[src/design/cosim_pkg.sv]
// Shared types and constants for the streaming cosine similarity core.
// Used by cosim_ctrl, cosim_dp and cosine_similarity_stream_core.
// No dependencies.
package cosim_pkg;

	localparam int ELEM_W    = 16;
	localparam int MAX_LEN   = 2048;
	localparam int CNT_W     = $clog2(MAX_LEN + 1);
	localparam int DOT_W     = 44;
	localparam int NORM_W    = 43;
	localparam int PP_W      = 2 * ELEM_W;
	localparam int HALF_W    = (NORM_W + 1) / 2;
	localparam int PROD_W    = 2 * NORM_W;
	localparam int M_W       = 62;
	localparam int ROOT_W    = M_W / 2;
	localparam int REM_W     = ROOT_W + 2;
	localparam int E_W       = 7;
	localparam int Q_W       = 15;
	localparam int SH_MAX    = Q_W + (M_W / 2) - 1;
	localparam int NUM_W     = DOT_W + SH_MAX;
	localparam int DV_W      = ROOT_W + Q_W - 1;
	localparam int SIM_W     = 16;
	localparam int STEP_W    = 5;
	localparam int PROD_STEPS = 4;
	localparam int SQRT_STEPS = ROOT_W;
	localparam int DIV_STEPS  = Q_W;

	typedef struct packed {
		logic signed [ELEM_W-1:0] elem_a;
		logic signed [ELEM_W-1:0] elem_b;
		logic                     last_elem;
	} in_word_t;

	typedef struct packed {
		logic signed [SIM_W-1:0] similarity;
		logic                    zero_norm;
		logic                    length_overflow;
	} out_word_t;

	typedef enum logic [3:0] {
		ST_ACCUM,
		ST_FLUSH,
		ST_CHECK,
		ST_PROD,
		ST_NORM,
		ST_SQRT,
		ST_PREP,
		ST_SAT,
		ST_DIV,
		ST_DONE
	} state_t;

	typedef struct packed {
		logic       accept;
		logic       clear;
		logic       check;
		logic       prod;
		logic [1:0] prod_idx;
		logic       norm;
		logic       sqrt_init;
		logic       sqrt_step;
		logic       prep;
		logic       sat_chk;
		logic       div_step;
		logic       div_last;
		logic       load_out;
	} dp_cmd_t;

	typedef struct packed {
		logic zero;
		logic norm_done;
		logic sat;
	} dp_sts_t;

endpackage

[src/design/cosim_ctrl.sv]
// Sequencer for the cosine similarity core: streaming, then the final
// product / normalize / root / divide steps. Depends on cosim_pkg.
module cosim_ctrl (
	input  logic                clk,
	input  logic                arst_n,
	input  logic                in_valid,
	input  logic                in_last,
	output logic                in_ready,
	output logic                out_valid,
	input  logic                out_ready,
	output cosim_pkg::dp_cmd_t  cmd,
	input  cosim_pkg::dp_sts_t  sts
);

	cosim_pkg::state_t               state_q, state_d;
	logic [cosim_pkg::STEP_W-1:0]    step_q;
	logic                            out_valid_q;
	logic                            can_load;

	assign can_load  = !out_valid_q || out_ready;
	assign out_valid = out_valid_q;
	assign in_ready  = (state_q == cosim_pkg::ST_ACCUM);

	always_comb begin
		state_d = state_q;
		case (state_q)
			cosim_pkg::ST_ACCUM: begin
				if (in_valid && in_last)
					state_d = cosim_pkg::ST_FLUSH;
			end
			cosim_pkg::ST_FLUSH: state_d = cosim_pkg::ST_CHECK;
			cosim_pkg::ST_CHECK: begin
				state_d = sts.zero ? cosim_pkg::ST_DONE : cosim_pkg::ST_PROD;
			end
			cosim_pkg::ST_PROD: begin
				if (step_q == cosim_pkg::STEP_W'(cosim_pkg::PROD_STEPS - 1))
					state_d = cosim_pkg::ST_NORM;
			end
			cosim_pkg::ST_NORM: begin
				if (sts.norm_done)
					state_d = cosim_pkg::ST_SQRT;
			end
			cosim_pkg::ST_SQRT: begin
				if (step_q == cosim_pkg::STEP_W'(cosim_pkg::SQRT_STEPS - 1))
					state_d = cosim_pkg::ST_PREP;
			end
			cosim_pkg::ST_PREP: state_d = cosim_pkg::ST_SAT;
			cosim_pkg::ST_SAT: begin
				state_d = sts.sat ? cosim_pkg::ST_DONE : cosim_pkg::ST_DIV;
			end
			cosim_pkg::ST_DIV: begin
				if (step_q == cosim_pkg::STEP_W'(cosim_pkg::DIV_STEPS - 1))
					state_d = cosim_pkg::ST_DONE;
			end
			cosim_pkg::ST_DONE: begin
				if (can_load)
					state_d = cosim_pkg::ST_ACCUM;
			end
			default: state_d = cosim_pkg::ST_ACCUM;
		endcase
	end

	always_comb begin
		cmd = '0;
		case (state_q)
			cosim_pkg::ST_ACCUM: cmd.accept = in_valid;
			cosim_pkg::ST_CHECK: cmd.check = 1'b1;
			cosim_pkg::ST_PROD: begin
				cmd.prod     = 1'b1;
				cmd.prod_idx = step_q[1:0];
			end
			cosim_pkg::ST_NORM: begin
				cmd.norm      = !sts.norm_done;
				cmd.sqrt_init = sts.norm_done;
			end
			cosim_pkg::ST_SQRT: cmd.sqrt_step = 1'b1;
			cosim_pkg::ST_PREP: cmd.prep = 1'b1;
			cosim_pkg::ST_SAT:  cmd.sat_chk = 1'b1;
			cosim_pkg::ST_DIV: begin
				cmd.div_step = 1'b1;
				cmd.div_last = (step_q == cosim_pkg::STEP_W'(cosim_pkg::DIV_STEPS - 1));
			end
			cosim_pkg::ST_DONE: begin
				cmd.load_out = can_load;
				cmd.clear    = can_load;
			end
			default: cmd = '0;
		endcase
	end

	always_ff @(posedge clk or negedge arst_n) begin
		if (!arst_n) begin
			state_q     <= cosim_pkg::ST_ACCUM;
			step_q      <= '0;
			out_valid_q <= 1'b0;
		end else begin
			state_q <= state_d;
			if (state_d != state_q)
				step_q <= '0;
			else
				step_q <= step_q + 1'b1;
			if (cmd.load_out)
				out_valid_q <= 1'b1;
			else if (out_ready)
				out_valid_q <= 1'b0;
		end
	end

endmodule

[config.mk]
export PLATFORM = sky130hd
export DESIGN_NAME = cosim_ctrl
export DESIGN_NICKNAME = d
export VERILOG_FILES = /design/src/design/cosim_pkg.sv /design/src/design/cosim_ctrl.sv
export SDC_FILE = /design/constraint.sdc
export NUM_CORES = 1
export LEC_CHECK = 0
export ABC_CLOCK_PERIOD_IN_PS = 1500
export BUFFER_PORTS_ARGS = -buffer_cell sky130_fd_sc_hd__buf_2
export CORE_MARGIN = 10
export CORE_UTILIZATION = 47
export CTS_BUF_LIST = sky130_fd_sc_hd__clkbuf_2 sky130_fd_sc_hd__clkbuf_4 sky130_fd_sc_hd__clkbuf_8
export DETAILED_ROUTE_END_ITERATION = 8
export GPL_TIMING_DRIVEN = 0
export HOLD_SLACK_MARGIN = 0.15
export PLACE_DENSITY_LB_ADDON = 0.2
export SYNTH_ARGS = -nofsm -noshare
export SYNTH_HDL_FRONTEND = slang
export SYNTH_SLANG_ARGS = --single-unit
[constraint.sdc]
create_clock -name clk -period 1.5 [get_ports clk]
set_input_delay 0.15 -clock clk [delete_from_list [all_inputs] [get_ports clk]]
set_output_delay 0.15 -clock clk [all_outputs]
set_load 0.01 [all_outputs]
Word level (Yosys, flattened, before mapping). Index checks and enable logic that the tools add are counted.

Add/sub/neg operators: 1. Equality and inequality tests: 13. Muxes and demuxes: 21. Reductions and logical operators: 6.

Operators with widths (count): case mux 4 bit (10 select lines) (1); two-way mux 4 bit (7); == test 4 x 3 -> 1 bit, second input constant (4); two-way mux 1 bit (9); == test 4 x 2 -> 1 bit, second input constant (2); == test 4 bit, second input constant (2); adder 5 x 1 -> 5 bit, second input constant (1); == test 5 x 2 -> 1 bit, second input constant (1); == test 5 x 4 -> 1 bit, second input constant (1); == test 5 bit, second input constant (1); two-way mux 5 bit (1); == test 4 x 1 -> 1 bit, second input constant (1); zero test 4 bit (1); two-way mux 2 bit (2); inequality test 4 bit (1); two-way mux 3 bit (1); zero test 1 bit (2); nonzero test 2 bit (1); logical AND 1 bit (1); logical OR 1 bit (1).

Register bits: 10. Bits of input ports: 8. Logic and storage cells: 44.

Logic depth before layout (Yosys ltp).
Depth after elaboration: 6. Mapped depth: 7. Mapped depth without buffers: 7.

Worst setup path before layout. No wires, ideal clock.

Path type: register to register. Start point: register state_q[3]. End point: register step_q[0] (netlist bit). Arrival: 1436 ps. Data required time: 1366 ps. Path slack: -70 ps. Stages on the path, launching flop included: 7. Cells stage by stage: dfrtp_1 > buf_4 > nand2b_1 > nor3_1 > o21ai_1 > o211ai_2 > a211oi_1.

Word-level cells in the longest chain between the ends: 4. Elaborated cells between the ends (all ways): 19.

RTL lines: from (decl) (RTL line cosim_ctrl.sv:15) `cosim_pkg::state_t state_q, state_d;`; from (signal assigned) (RTL line cosim_ctrl.sv:93) `state_q <= cosim_pkg::ST_ACCUM;`; from (signal assigned) (RTL line cosim_ctrl.sv:97) `state_q <= state_d;`; == test 4 bit (tied with other cells) (RTL line cosim_ctrl.sv:26) `case (state_q)`; case mux 4 bit (10 select lines) (*) (RTL line cosim_ctrl.sv:26); via state_d[0] (RTL line cosim_ctrl.sv:15); inequality test 4 bit (*) (RTL line cosim_ctrl.sv:98) `if (state_d != state_q)`; two-way mux 5 bit (*) (RTL line cosim_ctrl.sv:98); to (signal assigned) (RTL line cosim_ctrl.sv:101) `step_q <= step_q + 1'b1;`; to (decl) (RTL line cosim_ctrl.sv:16) `logic [cosim_pkg::STEP_W-1:0] step_q;`.

The timed path passes the listed nets; every way through them passes the cells marked *. A chain may end at the register's enable or synchronous reset.

==> metrics.md <==
| Metric | Value |
|---|---|
| Dpl hpwl | `approximately 1600 um` |
| Vias/cell | `6.59` |
| IO buf count | `23` |
| Seq/Total Area, Yosys | `about a third` |
| Routed WL per cell | `approximately 22 um` |
| Maximum VDD drop | `between 1 and 1.5 mV` |
| Largest net degree at the start of global routing | `11` |
| Vias | `roughly 1.0k` |
| Hold_sp | `in_last` |
| Average size of a mapped cell | `around 8.4 um2` |
| Synth Flop Type | `dfrtp_1` |
| CTS buffer count | `3` |
| Core Region | `approximately 1500 um2` |
| DRT antenna net count | `0` |
| Worst slack, placed | `-0.262 ns` |
| Post-synthesis cell area | `approximately 780 um2` |
| Root Buffer | `clkbuf_4` |
| Power density over the cells | `roughly 1700 nW/um2` |
| GRT Resource Usage Total | `around 15%` |
| Final Hold Fails | `0` |
| Commonest non-fill, non-tap cell in the layout | `buf_2` |
| Synth top area share | `roughly a third` |
| Final setup viols | `19` |
| Library cells used by synthesis | `36` |
| Final period util | `117%` |
| Row count | `14` |
| Initial Util | `between 50% and 60%` |
| Placed Cells | `between 100 and 150` |
| Max Cap Viol | `0` |
| Flop-to-flop setup slack | `-0.25 ns` |
| Clock sink count | `10` |
| Initial antenna violation count | `0` |
| Most frequent cells in the layout | `buf_2 (21), buf_4 (15), buf_6 (8), dfrtp_1 (8)` |
| Crit path launch type | `flop` |
| First-pass GRT wire length | `roughly 4300 um` |
| Failing checks | `setup timing` |
| Critical Path End Type | `output pin` |
| Synth Register Bits | `10` |
| Clock transition at the registers of the reported paths | `0.07 ns` |
| Worst skew pair latency | `0.27 ns` |
| Worst r2r dst | `step_q[3]` |
| Worst Hold Path Cells | `3` |
| Final Instance Count excl. Fillers | `155` |
| Vias in the first global route | `910` |
| Chip height | `between 60 and 70 um` |
| HP Class | `input pin to flop` |
| Drt drc | `0` |
| Synth async-reset ratio | `100%` |
| WL final | `3480 um` |
| Peak Freq | `570 MHz` |
| Ratio of cells with drive above 1 in the final layout | `approximately three fifths` |
| Die area | `between 3000 and 4000 um2` |
| Leakage | `between 0.6 and 0.7 nW` |
| Placer Congestion | `roughly 0.81` |
| Utilization after layout | `between 80 and 90%` |
| Max_slew headroom | `77.4%` |
| Post-synth EDFFs | `0` |
| Syn Nets | `103` |
| Area Overhead vs Synth | `76.6%` |
| Longest Clk Path Bufs | `2` |
| Hold Path Sink | `state_q[0]` |
| Worst r2r src | `state_q[2]` |
| Drt first pass iters | `4` |
| R2R cell count | `9` |
| Worst slew pin tran | `0.339 ns` |
| Synthesis Warnings | `0` |
| Status | `finished, violations left` |
| Critical setup path kind | `flop to output pin` |
| RSZ-0062 raised after global routing | `yes` |
| I/O pin cnt | `24` |
| Grt ovf | `0` |
| H-tree Lvls | `1` |
| Crit Path Max Fanout | `6` |
| Crit path required time | `1.35 ns` |
| Drt first-iter violations | `just under 70` |
| Synth area leaders | `dfrtp_1 (32%), a211oi_1 (4.8%), o21ai_0 (3.8%)` |
| Die width | `60.9 um` |
| Diode count | `0` |
| CP arrival | `between 1.5 and 2 ns` |
| Mapped Cells | `93` |
| Worst Clk Skew | `about 0.0043 ns` |
| Yosys top cell by area | `dfrtp_1` |
| CTS tree | `done` |
| Fin nets | `151` |
| Max-slew violation count | `0` |
| Post-route worst setup slack | `-0.255 ns` |
| Crit path time final | `1.75 ns` |
-- where the power goes --
group / total [mW] / leakage, nW / switching (mW) / internal, mW
Combinational: 1.70 / 0.464 / 0.908 / 0.788
Sequential: 0.450 / 0.131 / 0.0995 / 0.351
Clock: 0.192 / 0.0138 / 0.0993 / 0.0928
-- synthesized netlist by cell type (2+ instances only) --
master	number
buf_4	4
o21ai_0	6
nor2_1	8
nand2_1	8
nor2b_1	2
dfrtp_1	10
clkbuf_1	2
nand4_1	2
a211oi_1	5
xor2_1	2
nor3_1	3
a31oi_1	3
nor4_2	2
a21oi_1	3
nand3_1	4
buf_2	2
inv_1	4
nand2b_1	2
and3_1	2
nor4_1	2
ha_1	2
-- how the worst max path moves through the flow --
stage | from | endpoint | cells after the start
floorplan | step_q[0] | step_q[0] | 6
global placement | step_q[1] | step_q[1] | 6
detailed placement | step_q[0] | step_q[3] | 6
CTS | state_q[3] | cmd[5] | 4
global route | step_q[0] | step_q[3] | 6
finish | state_q[2] | cmd[1] | 5
-- timing repair --
item                       CTS  global route
gates cloned                 0             1
hold endpoints to repair    11             0
hold buffers                 2             0
setup endpoints to repair   20            21
resized for setup           35            20
setup buffers               14             3
pin swaps                   11             8
-- routing by layer --
layer | track usage (%) | part of all wire, %
met1 | 17.4 | 40
met3 | 4.18 | 8.6
met5 | 0 | 0
met2 | 23.1 | 47
met4 | 9.09 | 4.1
-- cell type report --
class | count | area, um2
Sequential cell | 10 | 253
Fill cell | 71 | 156
Tap cell | 16 | 20.0
Timing Repair Buffer | 43 | 320
Inverter | 5 | 26.3
Buffer | 8 | 101
Clock buffer | 3 | 22.5
Multi-Input combinational cell | 70 | 642
-- worst max-delay path: stages (launching register included) --
cell	delay, ns
dfrtp_1	0.38
buf_6	0.14
nor4b_4	0.29
and4_1	0.26
and2b_2	0.17
buf_6	0.10
-- sequential cells by signal (all words and copies together), names as in the netlist --
register / count
state_q: 4
step_q: 5
out_valid: 1
-- per-stage QoR --
step / instance area (um2) / TNS (ns) / total power [mW] / hold WS (ns)
after floorplan: 810 / -0.0889 / 1.09 / -0.146
after global placement: 945 / -1.19 / 1.31 / 0.0249
after detailed placement: 945 / -1.21 / 1.33 / 0.0274
after CTS: 1260 / -1.50 / 2.01 / 0.233
after global routing: 1390 / -3.48 / 2.44 / 0.251
final: 1390 / -2.38 / 2.34 / 0.244
-- logic make-up (layout without fill, tap and decap cells) --
group	after synthesis	after routing	synth area share, %
xor gates and xnor gates	3	3	3.35
and+or+nand+nor	43	43	34.3
AOI/OAI and AO/OA	22	22	18.8
DFF	10	10	31.9
buffers and inverters	13	59	8.45
adders and majority gates	2	2	3.19
(Power assumes the default switching activity.)
